`src/hdl/assert_macros.svh`:
```
// Assertion macros used by the deframer core RTL file.
`ifndef ASSERT_MACROS_SVH
`define ASSERT_MACROS_SVH

// Same-cycle implication, sampled on i_clk and disabled while reset is low.
`define YBD_ASSERT_IMP(lbl, pre, con) \
    lbl: assert property (@(posedge i_clk) disable iff (!i_rst_n) (pre) |-> (con)) \
        else $error("deframer assertion failed");

// Next-cycle implication, sampled on i_clk and disabled while reset is low.
`define YBD_ASSERT_NXT(lbl, pre, con) \
    lbl: assert property (@(posedge i_clk) disable iff (!i_rst_n) (pre) |=> (con)) \
        else $error("deframer assertion failed");

`endif

```
`src/hdl/ybd_pkg.sv`:
```
// Types, codes and the CRC-16/XMODEM byte update for the YMODEM block deframer.
`default_nettype none

package ybd_pkg;

    // Parser phase codes.
    localparam logic [1:0] PH_IDLE  = 2'd0;
    localparam logic [1:0] PH_CAN   = 2'd1;
    localparam logic [1:0] PH_BLOCK = 2'd2;

    // Result event codes.
    localparam logic [2:0] EV_DATA   = 3'd0;
    localparam logic [2:0] EV_GOOD   = 3'd1;
    localparam logic [2:0] EV_EOT    = 3'd2;
    localparam logic [2:0] EV_CANCEL = 3'd3;
    localparam logic [2:0] EV_ABORT  = 3'd4;
    localparam logic [2:0] EV_ERROR  = 3'd5;

    // Control bytes of the protocol.
    localparam logic [7:0] BYTE_SOH     = 8'h01;
    localparam logic [7:0] BYTE_STX     = 8'h02;
    localparam logic [7:0] BYTE_EOT     = 8'h04;
    localparam logic [7:0] BYTE_CA      = 8'h18;
    localparam logic [7:0] BYTE_ABORT_U = 8'h41;
    localparam logic [7:0] BYTE_ABORT_L = 8'h61;

    localparam logic [15:0] CRC_POLY = 16'h1021;

    // Byte counts measured from the sequence byte: the last payload byte sits at
    // block size plus one, the CRC high byte at block size plus two.
    localparam logic [10:0] LAST_DATA_SMALL = 11'd129;
    localparam logic [10:0] LAST_DATA_LARGE = 11'd1025;
    localparam logic [10:0] CRC_HI_SMALL    = 11'd130;
    localparam logic [10:0] CRC_HI_LARGE    = 11'd1026;

    typedef struct packed {
        logic       action;
        logic [7:0] rx_byte;
    } t_in_beat;

    typedef struct packed {
        logic [2:0] event_res;
        logic [7:0] data_byte;
        logic [9:0] byte_index;
        logic [7:0] seq_number;
        logic       large_block;
        logic       crc_match;
    } t_out_beat;

    typedef struct packed {
        logic      valid;
        t_out_beat beat;
    } t_step_res;

    function automatic logic [15:0] crc16_update(input logic [15:0] crc, input logic [7:0] b);
        logic [15:0] c;
        c = crc ^ {b, 8'h00};
        for (int k = 0; k < 8; k++) begin
            if (c[15]) begin
                c = {c[14:0], 1'b0} ^ CRC_POLY;
            end else begin
                c = {c[14:0], 1'b0};
            end
        end
        return c;
    endfunction

endpackage

`default_nettype wire

```
`src/hdl/ybd_parser.sv`:
```
// Frame parser: holds the block state and turns one input beat into at most one result.
`default_nettype none

module ybd_parser (
    input  wire                 i_clk,
    input  wire                 i_rst_n,
    input  wire                 i_step,
    input  wire ybd_pkg::t_in_beat i_beat,
    output ybd_pkg::t_step_res  o_res
);
    import ybd_pkg::*;

    logic [1:0]  r_phase, n_phase;
    logic        r_large, n_large;
    logic [10:0] r_count, n_count;
    logic [7:0]  r_seq, n_seq;
    logic [7:0]  r_seq_cpl, n_seq_cpl;
    logic [15:0] r_crc, n_crc;
    logic [7:0]  r_crc_hi, n_crc_hi;

    logic [10:0] w_last_data;
    logic [10:0] w_crc_hi_pos;
    logic [10:0] w_index;
    logic [7:0]  w_b;

    assign w_b          = i_beat.rx_byte;
    assign w_last_data  = r_large ? LAST_DATA_LARGE : LAST_DATA_SMALL;
    assign w_crc_hi_pos = r_large ? CRC_HI_LARGE : CRC_HI_SMALL;
    assign w_index      = r_count - 11'd2;

    always_comb begin
        n_phase   = r_phase;
        n_large   = r_large;
        n_count   = r_count;
        n_seq     = r_seq;
        n_seq_cpl = r_seq_cpl;
        n_crc     = r_crc;
        n_crc_hi  = r_crc_hi;
        o_res     = '0;

        if (i_beat.action) begin
            n_phase               = PH_IDLE;
            o_res.valid           = 1'b1;
            o_res.beat.event_res  = EV_ERROR;
        end else begin
            case (r_phase)
                PH_CAN: begin
                    n_phase              = PH_IDLE;
                    o_res.valid          = 1'b1;
                    o_res.beat.event_res = (w_b == BYTE_CA) ? EV_CANCEL : EV_ERROR;
                end
                PH_BLOCK: begin
                    n_count = r_count + 11'd1;
                    if (r_count == 11'd0) begin
                        n_seq = w_b;
                    end else if (r_count == 11'd1) begin
                        n_seq_cpl = w_b;
                    end else if (r_count <= w_last_data) begin
                        n_crc                  = crc16_update(r_crc, w_b);
                        o_res.valid            = 1'b1;
                        o_res.beat.event_res   = EV_DATA;
                        o_res.beat.data_byte   = w_b;
                        o_res.beat.byte_index  = w_index[9:0];
                        o_res.beat.large_block = r_large;
                    end else if (r_count == w_crc_hi_pos) begin
                        n_crc_hi = w_b;
                    end else begin
                        n_phase                = PH_IDLE;
                        o_res.valid            = 1'b1;
                        o_res.beat.event_res   = (r_seq == ~r_seq_cpl) ? EV_GOOD : EV_ERROR;
                        o_res.beat.seq_number  = r_seq;
                        o_res.beat.large_block = r_large;
                        o_res.beat.crc_match   = ({r_crc_hi, w_b} == r_crc);
                    end
                end
                default: begin
                    // Idle; the unused phase code behaves the same way.
                    n_phase = PH_IDLE;
                    case (w_b)
                        BYTE_SOH, BYTE_STX: begin
                            n_large   = (w_b == BYTE_STX);
                            n_phase   = PH_BLOCK;
                            n_count   = '0;
                            n_seq     = '0;
                            n_seq_cpl = '0;
                            n_crc     = '0;
                            n_crc_hi  = '0;
                        end
                        BYTE_EOT: begin
                            o_res.valid          = 1'b1;
                            o_res.beat.event_res = EV_EOT;
                        end
                        BYTE_CA: begin
                            n_phase = PH_CAN;
                        end
                        BYTE_ABORT_U, BYTE_ABORT_L: begin
                            o_res.valid          = 1'b1;
                            o_res.beat.event_res = EV_ABORT;
                        end
                        default: begin
                            o_res.valid          = 1'b1;
                            o_res.beat.event_res = EV_ERROR;
                        end
                    endcase
                end
            endcase
        end
    end

    always_ff @(posedge i_clk) begin
        if (!i_rst_n) begin
            r_phase   <= PH_IDLE;
            r_large   <= 1'b0;
            r_count   <= '0;
            r_seq     <= '0;
            r_seq_cpl <= '0;
            r_crc     <= '0;
            r_crc_hi  <= '0;
        end else if (i_step) begin
            r_phase   <= n_phase;
            r_large   <= n_large;
            r_count   <= n_count;
            r_seq     <= n_seq;
            r_seq_cpl <= n_seq_cpl;
            r_crc     <= n_crc;
            r_crc_hi  <= n_crc_hi;
        end
    end

endmodule

`default_nettype wire

```
`src/hdl/ymodem_block_deframer_core.sv`:
```
// YMODEM block deframer top level: input register, frame parser and result register.
//
// Input channel (i_in_valid / o_in_ready / i_in_beat) carries one beat per received
// UART byte or receive timeout. Output channel (o_out_valid / i_out_ready / o_out_beat)
// carries the results: payload bytes with their index, block verdicts with the
// sequence number and a CRC-16/XMODEM match flag, and EOT, cancel, abort or error.
// Start bytes, the first CA, the sequence byte, its complement and the CRC high byte
// produce no beat on the output.
// Path: each input beat is captured in the input register, stepped through the parser,
// and its result is captured in the result register, which drives the output.
// Throughput: one input beat per cycle while the receiver takes results; the parser
// step is a single pass through the CRC byte update and compares, so nothing iterates.
// When the receiver stalls, the result register holds its beat, the input register
// holds the next one, and o_in_ready drops once both are full.
// Reset (i_rst_n low, synchronous) empties both registers and returns the parser to
// idle with its block state cleared.
`default_nettype none

module ymodem_block_deframer_core (
    input  wire                 i_clk,
    input  wire                 i_rst_n,
    input  wire                 i_in_valid,
    output logic                o_in_ready,
    input  wire ybd_pkg::t_in_beat i_in_beat,
    output logic                o_out_valid,
    input  wire                 i_out_ready,
    output ybd_pkg::t_out_beat  o_out_beat
);
    import ybd_pkg::*;

`include "assert_macros.svh"

    logic      r_in_valid;
    t_in_beat  r_in_beat;
    logic      r_out_valid;
    t_out_beat r_out_beat;

    logic      w_advance;
    logic      w_step;
    t_step_res w_res;

    // The result register can take a new beat when it is empty or being drained.
    assign w_advance  = !r_out_valid || i_out_ready;
    assign w_step     = r_in_valid && w_advance;
    assign o_in_ready = !r_in_valid || w_advance;

    ybd_parser u_parser (
        .i_clk   (i_clk),
        .i_rst_n (i_rst_n),
        .i_step  (w_step),
        .i_beat  (r_in_beat),
        .o_res   (w_res)
    );

    always_ff @(posedge i_clk) begin
        if (!i_rst_n) begin
            r_in_valid  <= 1'b0;
            r_out_valid <= 1'b0;
        end else begin
            if (o_in_ready) begin
                r_in_valid <= i_in_valid;
            end
            if (w_advance) begin
                r_out_valid <= w_step && w_res.valid;
            end
        end
    end

    always_ff @(posedge i_clk) begin
        if (i_in_valid && o_in_ready) begin
            r_in_beat <= i_in_beat;
        end
        if (w_step && w_res.valid) begin
            r_out_beat <= w_res.beat;
        end
    end

    assign o_out_valid = r_out_valid;
    assign o_out_beat  = r_out_beat;

    `YBD_ASSERT_IMP(a_event_code_range, o_out_valid, o_out_beat.event_res <= EV_ERROR)
    `YBD_ASSERT_IMP(a_data_has_no_verdict,
                    o_out_valid && o_out_beat.event_res == EV_DATA,
                    o_out_beat.seq_number == 8'd0 && !o_out_beat.crc_match)
    `YBD_ASSERT_IMP(a_full_pipe_blocks_input,
                    r_in_valid && r_out_valid && !i_out_ready, !o_in_ready)
    `YBD_ASSERT_NXT(a_stalled_result_held,
                    r_out_valid && !i_out_ready, r_out_valid && $stable(r_out_beat))

endmodule

`default_nettype wire
```
`config.mk`:
```
export PLATFORM = sky130hd
export DESIGN_NAME = ymodem_block_deframer_core
export DESIGN_NICKNAME = d
export VERILOG_FILES = /design/src/hdl/ybd_pkg.sv /design/src/hdl/ybd_parser.sv /design/src/hdl/ymodem_block_deframer_core.sv
export VERILOG_INCLUDE_DIRS = /design/src /design/src/hdl
export SDC_FILE = /design/constraint.sdc
export NUM_CORES = 1
export LEC_CHECK = 0
export BUFFER_PORTS_ARGS = -buffer_cell sky130_fd_sc_hd__buf_4
export CORE_ASPECT_RATIO = 1.5
export CORE_UTILIZATION = 37
export DETAILED_ROUTE_END_ITERATION = 10
export SYNTH_ARGS = -nofsm -noshare
export SYNTH_HDL_FRONTEND = slang
export SYNTH_SLANG_ARGS = --single-unit
```
`constraint.sdc`:
```
create_clock -name i_clk -period 4 [get_ports i_clk]
set_input_delay 0.8 -clock i_clk [delete_from_list [all_inputs] [get_ports i_clk]]
set_output_delay 0.8 -clock i_clk [all_outputs]
set_load 0.02 [all_outputs]
```
* Word level (Yosys, flattened, before mapping)
Cells that the tools add are included.
** Storage, ports and cells
- Register bits after elaboration :: 96
- Word-level logic and storage cells :: 165
** Cells by class
- Add/subtract/negate cells :: 2
- $lt $le $gt $ge :: 1
- Equal/unequal tests :: 23
- Mux-type cells :: 84
- Bitwise operators :: 15
- Reductions and logical operators :: 23
** Operators by type and width (number)
- $mux W16 :: 39
- $mux W13 :: 8
- $mux W8 :: 9
- $mux W32 :: 2
- $pmux W8 S2 :: 3
- $mux W11 :: 3
- $pmux W16 S2 :: 1
- $not A3 Y3 :: 8
- $pmux W11 S2 :: 1
- $mux W18 :: 1
- $eq A16 B16 Y1 :: 1
- $eq A8 B7 Y1 const B :: 2
- $xor A16 B16 Y16 :: 1
- $mux W4 :: 3
- $ne A3 B3 Y1 const B :: 4
- $pmux W4 S3 :: 1
- $add A11 B1 Y11 const B :: 1
- $eq A11 B1 Y1 const B :: 1
- $eq A11 B11 Y1 :: 1
- $le A11 B11 Y1 :: 1
- $logic_not A11 Y1 :: 1
- $mux W10 :: 1
- $mux W2 :: 5
- $reduce_and A5 Y1 :: 2
- other kinds (29) :: 48

* Logic depth before layout (Yosys ltp)
- Word-level depth :: 56
- Gate-level depth with buffers :: 9

* Cells and area by module
A second synthesis with hierarchy kept.
** Second synthesis, totals
- Cells, all modules :: 464
- Area total of the unflattened synthesis :: 4878.4 sq um
** Modules (own cells, without submodules)
- ybd_parser :: instances 1, cells each 411, area each 3564.7 sq um, sequential area each 1081.0 sq um
- ymodem_block_deframer_core :: instances 1, cells each 53, area each 1313.8 sq um, sequential area each 1241.2 sq um

* Worst setup path after synthesis
OpenSTA, ideal clock, no wires.
- Path kind :: register to register
- Start point :: register u_parser.r_count[1]
- End point :: register r_out_beat, in the netlist o_out_beat[0] (enable)
- Arrival time :: 2965 ps
- Data required time :: 3571 ps
- Path slack :: 605 ps
- Stages on the path, launching flop included :: 8
- Buffers on the path :: 0
- Period minus slack after synthesis :: 3395 ps
- Path through :: dfxtp_1 > inv_1 > ha_1 > a21o_1 > a211oi_1 > nor3_1 > nand2b_1 > a21oi_1
** Between the ends
- Word-level cells in the longest chain between the ends :: 8
- Elaborated cells between the ends (all ways) :: 11
- Those cells by class :: 1 x order compare; 2 x eq/ne; 6 x mux; 2 x reduce/logical
** RTL lines
- from (decl) :: line ybd_parser.sv:15 : logic [10:0] r_count, n_count;
- from (signal assigned) :: line ybd_parser.sv:122 : r_count <= n_count;
- branches (longest 4 deep; another with $le A11 B11 Y1)
- $mux W32 (*) :: line ybd_parser.sv:54 : if (r_count == 11'd0) begin
- $pmux W4 S2 (*) :: line ybd_parser.sv:46 : case (r_phase)
- $mux W4 (*) :: line ybd_parser.sv:41 : if (i_beat.action) begin
- $logic_and A1 B1 Y1 (*) :: line ymodem_block_deframer_core.sv:73 : if (w_step && w_res.valid) begin
- to (signal assigned) :: line ymodem_block_deframer_core.sv:74 : r_out_beat <= w_res.beat;
- to (decl) :: line ymodem_block_deframer_core.sv:36 : t_out_beat r_out_beat;
Every way passes the cells marked *.
A chain may end at the register's enable or synchronous reset.

* Worst setup path after layout
- Start point :: register u_parser.r_count[1]
- End point :: register u_parser.r_crc[3]
** Between the ends
- Word-level cells in the longest chain between the ends :: 3
- Elaborated cells between the ends (all ways) :: 7
- Those cells by class :: 1 x order compare; 4 x eq/ne; 2 x reduce/logical
** RTL lines
- $le A11 B11 Y1 (tied with other cells) :: line ybd_parser.sv:58 : end else if (r_count <= w_last_data) begin
- $ne A2 B1 Y1 (no source line) / $ne A2 B2 Y1 (equally long branches)
- $reduce_and A7 Y1 (no source line) (*)
- to (signal assigned) :: line ybd_parser.sv:125 : r_crc <= n_crc;
- to (decl) :: line ybd_parser.sv:18 : logic [15:0] r_crc, n_crc;
Mark *: on every way between the ends. The rest lies on a longest branch, timed or not.

==> metrics.txt <==
status finished clean; crit path max fanout 15; TritonCTS Buffers 9; wire length per cell 16.0 microns; core footprint 12400 sq um; fraction of registers with async set/reset 0%; Most used DFF post-synth dfxtp_1; Iter 0 DRT Violations 141; full die area 13200 sq um; Seq/Total Area, Yosys 49.2%; GRT Resource Usage Total 16.9%; initial antenna violation count 0; Worst Setup Path Type flip-flop to flip-flop; Starting Density 37.9%; GP Congestion 0.935; Post-DP HPWL 7.66 mm; Synth area leaders edfxtp_1 (25%), dfxtp_1 (24%), xnor2_1 (6.5%), xor2_1 (5.2%), nor2_1 (4.3%); number of fill cells between 1000 and 1500; Pwr per Cell Area 378 nW/um^2; clk buf depth 2; Crit path arrival time 3170 ps; clock sink count 96; WP data required between 4000 and 5000 ps; Yosys reg bits 96; FF-to-FF path depth 8; Layout area overhead 16.9%; Routed WL about 11 mm; setup_tns 0 ps; Post-Syn Nets about 490; Max Freq 0.342 GHz; CTS tree yes; dpl ws 943 ps; Area after DPL 5190 sq um; FP Rows 50; Setup Skew 9.38 ps; cts hold-fix bufs 0; Cell variety after synth 53; die width ~94 microns; H-tree levels 3; LEAKAGE 2.14 nW; Via-to-Cell Ratio 5.16; I/O Pins 46; RR Startpoint u_parser.r_count[1]; Worst Setup Start Kind flip-flop; most frequent cell after synthesis dfxtp_1; clk_lat worst skew 340 ps; Hold Path Class flip-flop to flip-flop; worst vdd ir 263 uV; vias in the first global route 3391; post-cts gate resize count 0; critical path capture point u_parser.r_crc[3]; min-delay src u_parser.r_crc_hi[2]; Synth Warn # 0; Worst setup EP type flip-flop; Finished Cell Area 5510 sq um; drt first pass iters 4; nets 531; crit path time final 2930 ps; Mapped Area 4720 sq um; Setup Buffers After CTS 0; RSZ-0062 raised after global routing false; Worst Slack Setup Final 1070 ps; Hold Vio Cnt, Final 0; max-slew violations 0; gr ovfl total 0; slew margin rel. 33.5%; largest net degree at the start of global routing 31; Final period util 73.2%; final setup vio count 0; top post-synthesis cells by count dfxtp_1 (56), nor2_1 (54), edfxtp_1 (40); Syn Inst Count 470; Finished Core Util 44.3%; Die H ~140 microns; EDFF count, synth 40; first-pass GRT wire length roughly 17 mm; Root Buffer clkbuf_16; Synth top area share between 20% and 30%; max cap viols 0; drt drc 0; worst slew pin tran 991 ps; share of layout cells above drive strength 1 15.4%; Worst R2R End u_parser.r_crc[3]; CP Launch Point u_parser.r_count[1]; ANT nets after route 0; routed vias around 3400; leading area contributor after synthesis edfxtp_1; Syn Area/Cell 10.0 sq um; reg2reg setup slack 1070 ps; diode count 0; Clock transition at path regs 60 ps; PortBufs 45
worst max-delay path, stage by stage, from the launching register on:
cell	delay, ps
dfxtp_1	500
inv_1	170
ha_1	230
a21o_1	180
o31a_1	230
o21a_1	200
o21ai_2	320
nand4_1	620
o22ai_1	380
state kept, by name, summed over array words and instances (netlist names), 2 cells and up:
register            cells
o_out_beat             31
r_in_beat               9
u_parser.r_count       11
u_parser.r_crc         16
u_parser.r_crc_hi       8
u_parser.r_phase        2
u_parser.r_seq          8
u_parser.r_seq_cpl      8
per-layer routing:
layer | wire, microns | global-route usage, %
met5 | 0 | 0
met4 | 222 | 9.64
met3 | 384 | 2.93
met2 | 5690 | 29.1
met1 | 4370 | 19.4
placed cells by master, fill, tap and decap left out, drive strengths merged, types with 10 or more instances in the layout:
master   n
edfxtp  40
ha      11
xnor2   35
inv     16
dfxtp   56
xor2    28
clkbuf  11
nor3    11
and2    24
nor2    56
o22ai   15
nand3   10
nor4    10
buf     52
nand2   39
how the worst min path moves through the flow:
stage / endpoint / slack (ps) / cells after the start
2_1_floorplan: u_parser.r_crc_hi[2] / 450 / 1
3_3_place_gp: u_parser.r_crc_hi[1] / 470 / 1
3_5_place_dp: u_parser.r_crc_hi[2] / 470 / 1
4_1_cts: u_parser.r_crc_hi[2] / 480 / 1
5_1_grt: u_parser.r_crc_hi[2] / 490 / 1
6_report: u_parser.r_crc_hi[2] / 480 / 1
logic make-up after synthesis:
group / Yosys count / share of synthesized area (%)
compound gates: 66 / 10.6
xor+xnor: 63 / 11.7
fa+ha+maj: 11 / 2.92
buf+inv: 42 / 3.93
flops: 96 / 49.2
mux: 9 / 1.91
simple gates: 183 / 19.8
cell type report:
cell class	count	area, sq um	area share [%]
Sequential cell	96	2320	42.1
Multi-Input combinational cell	332	2220	40.3
Timing Repair Buffer	52	390	7.08
Clock buffer	11	243	4.40
Tap cell	156	195	3.54
Clock inverter	5	81.3	1.48
Inverter	16	60.1	1.09
where the power goes:
part / total [mW] / switching [mW] / internal, mW
clock: 0.921 / 0.356 / 0.565
combinational: 0.113 / 0.0680 / 0.0445
sequential: 1.05 / 0.0153 / 1.04
total: 2.09 / 0.440 / 1.65
metrics by stage:
stage / total power, mW / hold slack, ps / instances
detailed placement: 1.19 / 473 / 652
finish: 2.09 / 478 / 668
CTS: 2.11 / 482 / 668
floorplan: 1.14 / 451 / 470
global placement: 1.19 / 466 / 652
global route: 2.15 / 494 / 668
Power figures use the tool's default switching activity.
